===== src/rtl/fsne_pkg.sv =====
`timescale 1ns / 1ps
// ----------------------------------------------------------------------------
// FAT short name encoder package
// Shared beat types, byte codes and sizes for the 8.3 name encoder.
// ----------------------------------------------------------------------------
package fsne_pkg;

    // Byte codes that the encoder recognizes.
    localparam logic [7:0] SPACE_BYTE     = 8'h20;
    localparam logic [7:0] DOT_BYTE       = 8'h2E;
    localparam logic [7:0] SLASH_BYTE     = 8'h2F;
    localparam logic [7:0] BACKSLASH_BYTE = 8'h5C;
    localparam logic [7:0] LOWER_A_BYTE   = 8'h61;
    localparam logic [7:0] LOWER_Z_BYTE   = 8'h7A;
    localparam logic [7:0] CASE_OFFSET    = 8'h20;

    // Name layout: eight base bytes followed by three extension bytes.
    localparam int          NAME_BYTES = 11;
    localparam logic [3:0]  BASE_MAX   = 4'd8;
    localparam logic [2:0]  EXT_MAX    = 3'd3;

    // Default depth of the queue between the front and back parts.
    localparam int QUEUE_DEPTH = 2;

    // Status codes of a result beat.
    localparam logic STATUS_OK      = 1'b0;
    localparam logic STATUS_INVALID = 1'b1;

    // Input beat: one character of the path component.
    typedef struct packed {
        logic [7:0] character;
        logic       last;
        logic       is_empty;
    } in_beat_t;

    // Output beat: the finished 8.3 name.
    typedef struct packed {
        logic        status;
        logic [63:0] base_bytes;
        logic [23:0] extension_bytes;
    } out_beat_t;

    // Classified character as it waits in the queue.
    typedef struct packed {
        logic [7:0] upper_char;
        logic       is_dot;
        logic       base_bad;
        logic       last;
        logic       is_empty;
    } class_entry_t;

endpackage


===== src/rtl/fsne_front.sv =====
`timescale 1ns / 1ps
// ----------------------------------------------------------------------------
// FAT short name encoder front part
// Accepts input beats and classifies each character for the back part.
// ----------------------------------------------------------------------------
module fsne_front
(
    input  logic                  in_valid,
    output logic                  in_ready,
    input  fsne_pkg::in_beat_t    in_data,
    input  logic                  queue_full,
    output logic                  push,
    output fsne_pkg::class_entry_t push_entry
);

    logic [7:0] upper_char;

    // Take a beat whenever the queue has room.
    assign in_ready = !queue_full;
    assign push     = in_valid && !queue_full;

    // Upper-case a..z only; every other byte passes unchanged.
    always_comb
    begin
        if (in_data.character >= fsne_pkg::LOWER_A_BYTE &&
            in_data.character <= fsne_pkg::LOWER_Z_BYTE)
        begin
            upper_char = in_data.character - fsne_pkg::CASE_OFFSET;
        end
        else
        begin
            upper_char = in_data.character;
        end
    end

    // Classify the character for the back part.
    always_comb
    begin
        push_entry.upper_char = upper_char;
        push_entry.is_dot     = (in_data.character == fsne_pkg::DOT_BYTE);
        push_entry.base_bad   = (upper_char == fsne_pkg::SLASH_BYTE) ||
                                (upper_char == fsne_pkg::BACKSLASH_BYTE) ||
                                (upper_char < fsne_pkg::SPACE_BYTE);
        push_entry.last       = in_data.last;
        push_entry.is_empty   = in_data.is_empty;
    end

endmodule


===== src/rtl/fsne_queue.sv =====
`timescale 1ns / 1ps
// ----------------------------------------------------------------------------
// FAT short name encoder queue
// Short first-in first-out queue of classified characters.
// ----------------------------------------------------------------------------
module fsne_queue
#(
    parameter int DEPTH = fsne_pkg::QUEUE_DEPTH
)
(
    input  logic                   clk,
    input  logic                   rst_n,
    input  logic                   push,
    input  fsne_pkg::class_entry_t push_entry,
    output logic                   full,
    input  logic                   pop,
    output logic                   head_valid,
    output fsne_pkg::class_entry_t head_entry
);

    localparam int PTR_W = (DEPTH > 1) ? $clog2(DEPTH) : 1;
    localparam int CNT_W = $clog2(DEPTH + 1);

    fsne_pkg::class_entry_t entry_reg [DEPTH];
    logic [PTR_W-1:0] wr_ptr_reg, wr_ptr_next;
    logic [PTR_W-1:0] rd_ptr_reg, rd_ptr_next;
    logic [CNT_W-1:0] count_reg, count_next;
    logic             do_push, do_pop;

    assign full       = (count_reg == CNT_W'(DEPTH));
    assign head_valid = (count_reg != '0);
    assign head_entry = entry_reg[rd_ptr_reg];
    assign do_push    = push && !full;
    assign do_pop     = pop && head_valid;

    // Pointer and fill count updates.
    always_comb
    begin
        wr_ptr_next = wr_ptr_reg;
        rd_ptr_next = rd_ptr_reg;
        count_next  = count_reg;
        if (do_push)
        begin
            wr_ptr_next = (wr_ptr_reg == PTR_W'(DEPTH - 1)) ? '0 : wr_ptr_reg + 1'b1;
        end
        if (do_pop)
        begin
            rd_ptr_next = (rd_ptr_reg == PTR_W'(DEPTH - 1)) ? '0 : rd_ptr_reg + 1'b1;
        end
        if (do_push && !do_pop)
        begin
            count_next = count_reg + 1'b1;
        end
        else if (do_pop && !do_push)
        begin
            count_next = count_reg - 1'b1;
        end
    end

    always_ff @(posedge clk or negedge rst_n)
    begin
        if (!rst_n)
        begin
            wr_ptr_reg <= '0;
            rd_ptr_reg <= '0;
            count_reg  <= '0;
        end
        else
        begin
            wr_ptr_reg <= wr_ptr_next;
            rd_ptr_reg <= rd_ptr_next;
            count_reg  <= count_next;
        end
    end

    // Entry storage.
    always_ff @(posedge clk)
    begin
        if (do_push)
        begin
            entry_reg[wr_ptr_reg] <= push_entry;
        end
    end

endmodule


===== src/rtl/fsne_back.sv =====
`timescale 1ns / 1ps
// ----------------------------------------------------------------------------
// FAT short name encoder back part
// Builds the 11-byte name from classified characters and registers results.
// ----------------------------------------------------------------------------
module fsne_back
(
    input  logic                   clk,
    input  logic                   rst_n,
    input  logic                   head_valid,
    input  fsne_pkg::class_entry_t head_entry,
    output logic                   pop,
    output logic                   out_valid,
    input  logic                   out_ready,
    output fsne_pkg::out_beat_t    out_data
);

    logic [7:0] name_reg  [fsne_pkg::NAME_BYTES];
    logic [7:0] name_next [fsne_pkg::NAME_BYTES];
    logic [3:0] base_count_reg, base_count_next;
    logic [2:0] ext_count_reg, ext_count_next;
    logic       dot_seen_reg, dot_seen_next;
    logic       invalid_reg, invalid_next;
    logic       out_valid_reg, out_valid_next;
    fsne_pkg::out_beat_t out_data_reg;
    logic       write_en;
    logic [3:0] write_idx;
    logic       bad;
    logic       finish;
    logic [63:0] base_word;
    logic [23:0] ext_word;

    // A final character waits only while the result register is still full.
    assign pop    = head_valid && (!head_entry.last || !out_valid_reg || out_ready);
    assign finish = pop && head_entry.last;

    // Absorb one character: counters, flags and the store write address.
    always_comb
    begin
        base_count_next = base_count_reg;
        ext_count_next  = ext_count_reg;
        dot_seen_next   = dot_seen_reg;
        invalid_next    = invalid_reg;
        write_en        = 1'b0;
        write_idx       = '0;
        if (pop && !head_entry.is_empty)
        begin
            if (head_entry.is_dot)
            begin
                if (dot_seen_reg)
                begin
                    invalid_next = 1'b1;
                end
                dot_seen_next = 1'b1;
            end
            else if (!dot_seen_reg)
            begin
                if (head_entry.base_bad)
                begin
                    invalid_next = 1'b1;
                end
                if (base_count_reg < fsne_pkg::BASE_MAX)
                begin
                    write_en  = 1'b1;
                    write_idx = base_count_reg;
                end
                else
                begin
                    invalid_next = 1'b1;
                end
                if (base_count_reg <= fsne_pkg::BASE_MAX)
                begin
                    base_count_next = base_count_reg + 4'd1;
                end
            end
            else
            begin
                if (ext_count_reg < fsne_pkg::EXT_MAX)
                begin
                    write_en  = 1'b1;
                    write_idx = fsne_pkg::BASE_MAX + {1'b0, ext_count_reg};
                end
                else
                begin
                    invalid_next = 1'b1;
                end
                if (ext_count_reg <= fsne_pkg::EXT_MAX)
                begin
                    ext_count_next = ext_count_reg + 3'd1;
                end
            end
        end
    end

    // Store with this character written in.
    always_comb
    begin
        for (int i = 0; i < fsne_pkg::NAME_BYTES; i++)
        begin
            name_next[i] = (write_en && write_idx == 4'(i)) ? head_entry.upper_char
                                                            : name_reg[i];
        end
    end

    // Verdict and packed name for a finishing component.
    assign bad = invalid_next || (base_count_next == 4'd0) ||
                 (base_count_next > fsne_pkg::BASE_MAX) ||
                 (ext_count_next > fsne_pkg::EXT_MAX);

    always_comb
    begin
        for (int i = 0; i < 8; i++)
        begin
            base_word[8*i +: 8] = bad ? fsne_pkg::SPACE_BYTE : name_next[i];
        end
        for (int i = 0; i < 3; i++)
        begin
            ext_word[8*i +: 8] = bad ? fsne_pkg::SPACE_BYTE : name_next[8 + i];
        end
    end

    // Component state; cleared back to spaces after each finished name.
    always_ff @(posedge clk or negedge rst_n)
    begin
        if (!rst_n)
        begin
            for (int i = 0; i < fsne_pkg::NAME_BYTES; i++)
            begin
                name_reg[i] <= fsne_pkg::SPACE_BYTE;
            end
            base_count_reg <= '0;
            ext_count_reg  <= '0;
            dot_seen_reg   <= 1'b0;
            invalid_reg    <= 1'b0;
        end
        else if (finish)
        begin
            for (int i = 0; i < fsne_pkg::NAME_BYTES; i++)
            begin
                name_reg[i] <= fsne_pkg::SPACE_BYTE;
            end
            base_count_reg <= '0;
            ext_count_reg  <= '0;
            dot_seen_reg   <= 1'b0;
            invalid_reg    <= 1'b0;
        end
        else
        begin
            name_reg       <= name_next;
            base_count_reg <= base_count_next;
            ext_count_reg  <= ext_count_next;
            dot_seen_reg   <= dot_seen_next;
            invalid_reg    <= invalid_next;
        end
    end

    // Result register.
    always_comb
    begin
        if (finish)
        begin
            out_valid_next = 1'b1;
        end
        else if (out_ready)
        begin
            out_valid_next = 1'b0;
        end
        else
        begin
            out_valid_next = out_valid_reg;
        end
    end

    always_ff @(posedge clk or negedge rst_n)
    begin
        if (!rst_n)
        begin
            out_valid_reg <= 1'b0;
        end
        else
        begin
            out_valid_reg <= out_valid_next;
        end
    end

    always_ff @(posedge clk)
    begin
        if (finish)
        begin
            out_data_reg.status          <= bad ? fsne_pkg::STATUS_INVALID
                                                : fsne_pkg::STATUS_OK;
            out_data_reg.base_bytes      <= base_word;
            out_data_reg.extension_bytes <= ext_word;
        end
    end

    assign out_valid = out_valid_reg;
    assign out_data  = out_data_reg;

endmodule


===== src/rtl/fat_short_name_encoder.sv =====
`timescale 1ns / 1ps
// ----------------------------------------------------------------------------
// FAT short name encoder
// Turns a path component, one character per beat, into an 8.3 directory name.
// ----------------------------------------------------------------------------
// The encoder takes one character beat per clock cycle while the queue has
// room and sustains that rate across component boundaries. A front part
// upper-cases and classifies each character, a short queue holds them, and a
// back part writes them into the eleven-byte name store. The result beat is
// registered once the back part takes the beat marked last, which it holds
// only while the previous result sits untaken in the output register. An
// invalid component is reported with status 1 and an all-space name.
// ----------------------------------------------------------------------------
module fat_short_name_encoder
#(
    parameter int QUEUE_DEPTH = fsne_pkg::QUEUE_DEPTH
)
(
    input  logic                clk,
    input  logic                rst_n,
    input  logic                in_valid,
    output logic                in_ready,
    input  fsne_pkg::in_beat_t  in_data,
    output logic                out_valid,
    input  logic                out_ready,
    output fsne_pkg::out_beat_t out_data
);

    logic                   queue_full;
    logic                   push;
    fsne_pkg::class_entry_t push_entry;
    logic                   pop;
    logic                   head_valid;
    fsne_pkg::class_entry_t head_entry;

    // Accept and classify.
    fsne_front u_front
    (
        .in_valid   (in_valid),
        .in_ready   (in_ready),
        .in_data    (in_data),
        .queue_full (queue_full),
        .push       (push),
        .push_entry (push_entry)
    );

    // Decoupling queue.
    fsne_queue
    #(
        .DEPTH (QUEUE_DEPTH)
    )
    u_queue
    (
        .clk        (clk),
        .rst_n      (rst_n),
        .push       (push),
        .push_entry (push_entry),
        .full       (queue_full),
        .pop        (pop),
        .head_valid (head_valid),
        .head_entry (head_entry)
    );

    // Build the name and deliver results.
    fsne_back u_back
    (
        .clk        (clk),
        .rst_n      (rst_n),
        .head_valid (head_valid),
        .head_entry (head_entry),
        .pop        (pop),
        .out_valid  (out_valid),
        .out_ready  (out_ready),
        .out_data   (out_data)
    );

endmodule


===== config.mk =====
export PLATFORM = sky130hd
export DESIGN_NAME = fat_short_name_encoder
export DESIGN_NICKNAME = d
export VERILOG_FILES = /design/src/rtl/fsne_pkg.sv /design/src/rtl/fsne_front.sv /design/src/rtl/fsne_queue.sv /design/src/rtl/fsne_back.sv /design/src/rtl/fat_short_name_encoder.sv
export SDC_FILE = /design/constraint.sdc
export NUM_CORES = 1
export LEC_CHECK = 0
export BUFFER_PORTS_ARGS = -buffer_cell sky130_fd_sc_hd__buf_4
export CAP_MARGIN = 5
export CORE_AREA = 2 2 178 180
export DETAILED_ROUTE_END_ITERATION = 12
export DIE_AREA = 0 0 180 182
export HOLD_SLACK_MARGIN = 0.02
export RECOVER_POWER = 25
export SYNTH_ARGS = -nofsm -noshare
export SYNTH_HDL_FRONTEND = slang
export SYNTH_SLANG_ARGS = --single-unit

===== constraint.sdc =====
create_clock -name clk -period 8.9 [get_ports clk]
set_input_delay 1.78 -clock clk [delete_from_list [all_inputs] [get_ports clk]]
set_output_delay 1.78 -clock clk [all_outputs]
set_load 0.02 [all_outputs]

# Yosys cells after proc, flatten, opt, wreduce, memory -nomap -nowiden
# Memories as Yosys holds them, arrays and structs flattened.
# Cells that the tools add are included.
word_totals:
  ff_bits: 191
  mem_bits_rw: 24
  input_bits: 14
  out_inout_bits: 91
  word_cells: 148
  n_memories: 1
memory_table:
  columns: ["name", "words", "width", "rd", "rd_clocked_by_memory_dff", "wr", "line_no", "source"]
  rows:
  - ["u_queue.entry_reg", 2, 12, 1, 0, 1, "fsne_queue.sv:24", "fsne_pkg::class_entry_t entry_reg [DEPTH];"]
op_classes:
  add_sub_neg: 8
  n_lt_le_gt_ge: 9
  eq_ne: 14
  n_mux: 53
  n_reduce_logical: 41
ops:
  columns: ["operator", "count"]
  rows:
  - ["two-way mux 8 bit", 12]
  - ["two-way mux 88 bit", 1]
  - ["two-way mux 4 bit", 10]
  - ["two-way mux 1 bit", 23]
  - ["logical AND 1 bit", 20]
  - ["equality test 4 x 3 -> 1 bit (second input constant)", 4]
  - ["equality test 8 x 6 -> 1 bit (second input constant)", 2]
  - ["two-way mux 3 bit", 5]
  - ["equality test 4 bit (second input constant)", 3]
  - ["nonzero test 2 bit", 5]
  - ["equality test 4 x 2 -> 1 bit (second input constant)", 2]
  - ["equality test 8 x 7 -> 1 bit (second input constant)", 1]
  - [">= comparator 8 x 7 -> 1 bit (second input constant)", 1]
  - ["less-or-equal comparator 8 x 7 -> 1 bit (second input constant)", 1]
  - ["zero test 4 bit", 2]
  - ["< comparator 8 x 6 -> 1 bit (second input constant)", 1]
  - ["subtractor 8 x 6 -> 8 bit (second input constant)", 1]
  - ["logical OR 1 bit", 7]
  - ["zero test 1 bit", 6]
  - ["adder 4 x 1 -> 4 bit (second input constant)", 1]
  - ["adder 4 x 3 -> 4 bit (first input constant)", 1]
  - ["equality test 4 x 1 -> 1 bit (second input constant)", 1]
  - ["> comparator 4 bit (second input constant)", 1]
  - ["less-or-equal comparator 4 bit (second input constant)", 1]
  - ["11 further kinds", 13]

# Logic depth before layout (Yosys ltp)
# An unclocked memory read counts as a cell.
depth:
  ltp_word: 12
  mapped_depth: 11
  depth_no_buf: 8

# By module
# From an unflattened synthesis, not the netlist that was laid out.
unflattened:
  hier_cells: 649
  area_unflattened_um2: 8749.6
by_module_without_submodules:
  columns: ["mod", "n_inst", "cells_per_inst", "area_per_inst_um2", "seq_area_each_um2"]
  rows:
  - ["fsne_back", 1, 559, 7429.6, 5138.7]
  - ["fsne_queue", 1, 56, 1069.8, 820.8]
  - ["fsne_front", 1, 34, 250.2, 0.0]

# Worst setup path before layout
# No wires, ideal clock.
synth_path:
  kind: "input port to flip-flop"
  startpoint: "input port out_ready"
  endpoint: "register u_back.out_data_reg (netlist bit u_back.out_data[0]), enable pin"
  setup_ps: 489
  arrival_time_ps: 4822
  required_time_ps: 8411
  path_slack_ps: 3589
  path_stages: 4
  n_path_buf: 1
  path_cell_list: "nand2b_1 nand3_1 inv_2 clkbuf_1"
synth_between:
  elab_chain_cells: 3
synth_lines:
  columns: ["item", "line_no", "source"]
  rows:
  - ["from (decl)", "fat_short_name_encoder.sv:25", "input logic out_ready,"]
  - ["logical OR 1 bit", "fsne_back.sv:34", "assign pop = head_valid && (!head_entry.last || !out_valid_reg || out_ready);"]
  - ["logical AND 1 bit", "fsne_back.sv:34", null]
  - ["logical AND 1 bit", "fsne_back.sv:35", "assign finish = pop && head_entry.last;"]
  - ["named net u_back.finish", "fsne_back.sv:29", "logic finish;"]
  - ["to (decl)", "fsne_back.sv:25", "fsne_pkg::out_beat_t out_data_reg;"]
# The timed path passes the listed nets, and every way through them passes these cells.
# A chain may end at the register's enable or synchronous reset.

# Worst setup path in the final report
layout_path:
  startpoint: "input port out_ready"
  endpoint: "register u_back.out_data_reg (netlist bit u_back.out_data[26]), data pin"
layout_between:
  elab_chain_cells: 8
  word_cells_on_any_way: 17
  classes_between: "2 x order compare; 6 x mux; 9 x reduce/logical"
layout_lines:
  columns: ["item", "line_no", "source"]
  rows:
  - ["logical OR 1 bit *", "fsne_back.sv:34", null]
  - ["logical AND 1 bit *", "fsne_back.sv:34", null]
  - ["logical AND 1 bit *", "fsne_back.sv:46", "if (pop && !head_entry.is_empty)"]
  - ["parallel branches: the longest is 5 deep, another holds > comparator 4 bit", null, null]
# Every way passes the cells marked *.

==> flow_summary.toml <==
[drt]
route.detailed.drc = 0
vias = 5360
dr.pass1.iters = 4
post_drt_via_cell_ratio = 4.601
wirelength_um = 20580
wire_per_inst_um = 17.67
drtAntennaViolNets = 0
drtIter0Drc = 520

[clocking]
clock_sink_count = 215
cts_buffer_depth = 3
clk_pin_slew_worst_paths_ns = 0.06
cts_root_buf = "sky130_fd_sc_hd__clkbuf_16"
setup_repair_bufs_after_cts = 0
clkLatencyLatePin_ns = 0.49
cts_resized = 0
holdBufCountCts = 0
h-tree-depth = 1
cts_tree = "yes"
tritoncts.num_buffers = 23

[setup_path]
slowest_cell_on_crit_path = "sky130_fd_sc_hd__xor2_4"
worstPathCellList = "clkbuf_4 > nand2b_1 > o221ai_1 > nor4b_1 > o22ai_1 > xor2_4 > buf_4 > nor3b_1"
critPathRequiredTime_ns = 9.11
worstPathMaxFanout = 52
crit_path_end = "u_back.out_data[26]"
timing_worst_setup_path_type = "input port to register"
max_stage_delay_ns = 0.92
rrSetupSlack_ns = 4.70
crit_cells = 8
endpoint_kind = "register"
crit_path_start_kind = "input port"
worstPathBufferInverterCount = 2
r2r-end = "u_back.out_data[26]"
cp_data_arrival_time_ns = 4.87
crit_family = "XOR/XNOR gates"
worst_r2r_startpoint = "u_queue.rd_ptr_reg"
timing.critical_path.from = "out_ready"
ff2ff_path_depth = 7

[power_and_ir_drop]
power.switching_fraction_pct = 37.15
gate_power_share_pct = 36.0
internal_power_mw = 2.342
max-vdd-ir-drop_v = 0.0001320
static-leakage-power_nw = 4.446
fin_total_pwr_mw = 3.726
power_frac_clock_pct = 24.8
power_frac_seq_pct = 39.2
switching_power_mw = 1.384
power.density_cell_area_nw_per_um2 = 339.5

[finish]
postLayoutCellArea_um2 = 10970
area_delta_synth_final_pct = 20.46
share_of_final_layout_standard_cells_stronger_than_drive_strength_1_pct = 26.08
diodes = 0
final_nets = 767
largest_register_ffs = 89
utilization_after_layout_pct = 35.42

[logic_synthesis]
synth_cells = 658
post_synth_num_cell_types = 52
synth.top_cells.by_area = "sky130_fd_sc_hd__edfxtp_1, sky130_fd_sc_hd__dfrtp_1, sky130_fd_sc_hd__mux2i_1"
synth_edf_count = 113
synth_cell_area_um2 = 9110
synth_top_area_cell = "sky130_fd_sc_hd__edfxtp_1"
syn_avg_cell_area_um2 = 13.84
synth_seq_area_share_pct = 65.42
dominantRegCellSynth = "sky130_fd_sc_hd__edfxtp_1"
synth_top_area_share_pct = 37.25
asyncSetResetFlopFracSynth_pct = 47.44
synth_seq_cells = 215
synth-warning-count = 0
post_synth_net_total = 678

[sta]
timing.clock.skew_ns = 0.009426
timing.final.setup_violations = 0
hold_viol_final = 0
whs_ns = 0.4998
rsz_0062_raised_after_global_routing = "false"
timing.final.max_slew_violations = 49
min_period_over_period_pct = 52.36
fmax_mhz = 214.6
tns_ns = 0
fin_crit_ns = 4.660
worst_slew_pin_slew_ns = 2.631
worst_slew_margin_rel_pct = -75.41

[run_status]
violations_in_the_final_reports = "capacitance limit, slew limit"
status = "finished with violations"

[floorplanning]
die_width_um = 180
placeableCoreArea_um2 = 30990
ioPinCount = 105
initial_core_util_pct = 29.40
fp.dieH_um = 182
placementRows = 65
die_area_um2 = 32760

[place]
post-dp-hpwl_um = 12760
post_dp_cell_area_um2 = 10270
finalWeightedCongestion = 0.8085
io_buffers = 104

[global_routing]
overflow = 0
grt.total_usage_pct = 12.40
first_global_vias = 5309
grt_start_max_net_pins = 103
grt_pass1_wl_um = 31790
grt_antenna_before_repair = 0

[job]
max_cap_viol_count = 1

[min_path]
worstHoldStart = "u_queue.wr_ptr_reg"
worstHoldPathType = "register to register"
-- synth_stat cells, types with 2 or more instances --
master,number
sky130_fd_sc_hd__edfxtp_1,113
sky130_fd_sc_hd__nor2_1,95
sky130_fd_sc_hd__mux2i_1,93
sky130_fd_sc_hd__dfrtp_1,91
sky130_fd_sc_hd__nor3b_1,53
sky130_fd_sc_hd__clkbuf_1,31
sky130_fd_sc_hd__nor3b_2,27
sky130_fd_sc_hd__nand2_1,22
sky130_fd_sc_hd__dfstp_2,11
sky130_fd_sc_hd__nand3b_1,11
sky130_fd_sc_hd__mux2_2,10
sky130_fd_sc_hd__a21oi_1,9
sky130_fd_sc_hd__inv_1,9
sky130_fd_sc_hd__buf_2,8
sky130_fd_sc_hd__ha_1,6
sky130_fd_sc_hd__nor3_1,5
sky130_fd_sc_hd__o21ai_0,5
sky130_fd_sc_hd__xnor2_1,5
sky130_fd_sc_hd__buf_4,4
sky130_fd_sc_hd__nand2b_1,4
sky130_fd_sc_hd__nand3_1,3
sky130_fd_sc_hd__nor4b_1,3
sky130_fd_sc_hd__or2_2,3
sky130_fd_sc_hd__xor2_1,3
sky130_fd_sc_hd__a211oi_1,2
sky130_fd_sc_hd__and3_1,2
sky130_fd_sc_hd__buf_6,2
sky130_fd_sc_hd__nand4_1,2
sky130_fd_sc_hd__nor3_4,2
sky130_fd_sc_hd__nor4bb_1,2
-- layer usage --
layer / share of wire, % / track usage [%] / wire, um
met3: 3.7 / 2.387 / 759
met5: 0 / 0 / 0
met2: 49 / 20.64 / 10060
met1: 46 / 16.69 / 9453
met4: 1.5 / 2.992 / 311
-- layout by cell type (no fill, tap or decap), types with 3 or more instances in the layout --
cell type	instances
sky130_fd_sc_hd__edfxtp_1	113
sky130_fd_sc_hd__buf_4	100
sky130_fd_sc_hd__nor2_1	95
sky130_fd_sc_hd__mux2i_1	93
sky130_fd_sc_hd__dfrtp_1	91
sky130_fd_sc_hd__nor3b_1	52
sky130_fd_sc_hd__nor3b_2	28
sky130_fd_sc_hd__clkbuf_16	23
sky130_fd_sc_hd__nand2_1	22
sky130_fd_sc_hd__clkbuf_1	13
sky130_fd_sc_hd__nand3b_1	11
sky130_fd_sc_hd__dfstp_2	11
sky130_fd_sc_hd__mux2_2	10
sky130_fd_sc_hd__inv_1	9
sky130_fd_sc_hd__a21oi_1	9
sky130_fd_sc_hd__ha_1	6
sky130_fd_sc_hd__o21ai_0	5
sky130_fd_sc_hd__nor3_1	5
sky130_fd_sc_hd__xnor2_1	5
sky130_fd_sc_hd__nand2b_1	4
sky130_fd_sc_hd__clkbuf_4	4
sky130_fd_sc_hd__or2_2	3
sky130_fd_sc_hd__nand3_1	3
sky130_fd_sc_hd__clkinv_2	3
-- worst min path at each step --
stage                     cells after the start  slack, ns                  to
final                                         1       0.50  u_queue.wr_ptr_reg
after global routing                          1       0.52  u_queue.wr_ptr_reg
after CTS                                     1       0.50  u_queue.wr_ptr_reg
after detailed placement                      1       0.48  u_queue.wr_ptr_reg
after global placement                        1       0.48  u_queue.wr_ptr_reg
after floorplan                               1       0.46  u_queue.wr_ptr_reg
-- area by class of cell --
cell class              instances  area, um^2
well taps                     402       503.0
multi-input cells             387        2937
repair buffers                110       803.3
flip-flops and latches        215        5959
clock buffers                  32       629.4
clock inverters                 9       100.1
inverters                      10       42.54
fillers                      3010       20010
-- metrics by stage --
stage | instances | setup slack (ns)
floorplan | 658 | 3.589
global placement | 1124 | 3.821
detailed placement | 1124 | 3.743
CTS | 1165 | 4.257
global route | 1165 | 4.062
finish | 1165 | 4.240
-- power groups by stage --
stage	Clock (mW)	Combinational [mW]	Sequential [mW]
2_1_floorplan	0	0.767	1.61
3_3_place_gp	0	1.35	1.48
3_5_place_dp	0	1.37	1.48
4_1_cts	0.954	1.37	1.47
5_1_grt	0.994	1.45	1.49
6_report	0.923	1.34	1.46
-- cells by family (layout without fill, tap and decap cells) --
logic type | Yosys count | in the layout | share of synthesized area [%]
simple gates | 241 | 241 | 16.41
buf+inv | 56 | 161 | 2.760
mux | 104 | 104 | 11.62
flops | 215 | 215 | 65.42
xor+xnor | 8 | 8 | 0.7692
fa+ha+maj | 6 | 6 | 0.8240
compound gates | 28 | 28 | 2.198
No activity file was read; power rests on OpenSTA's default activity.
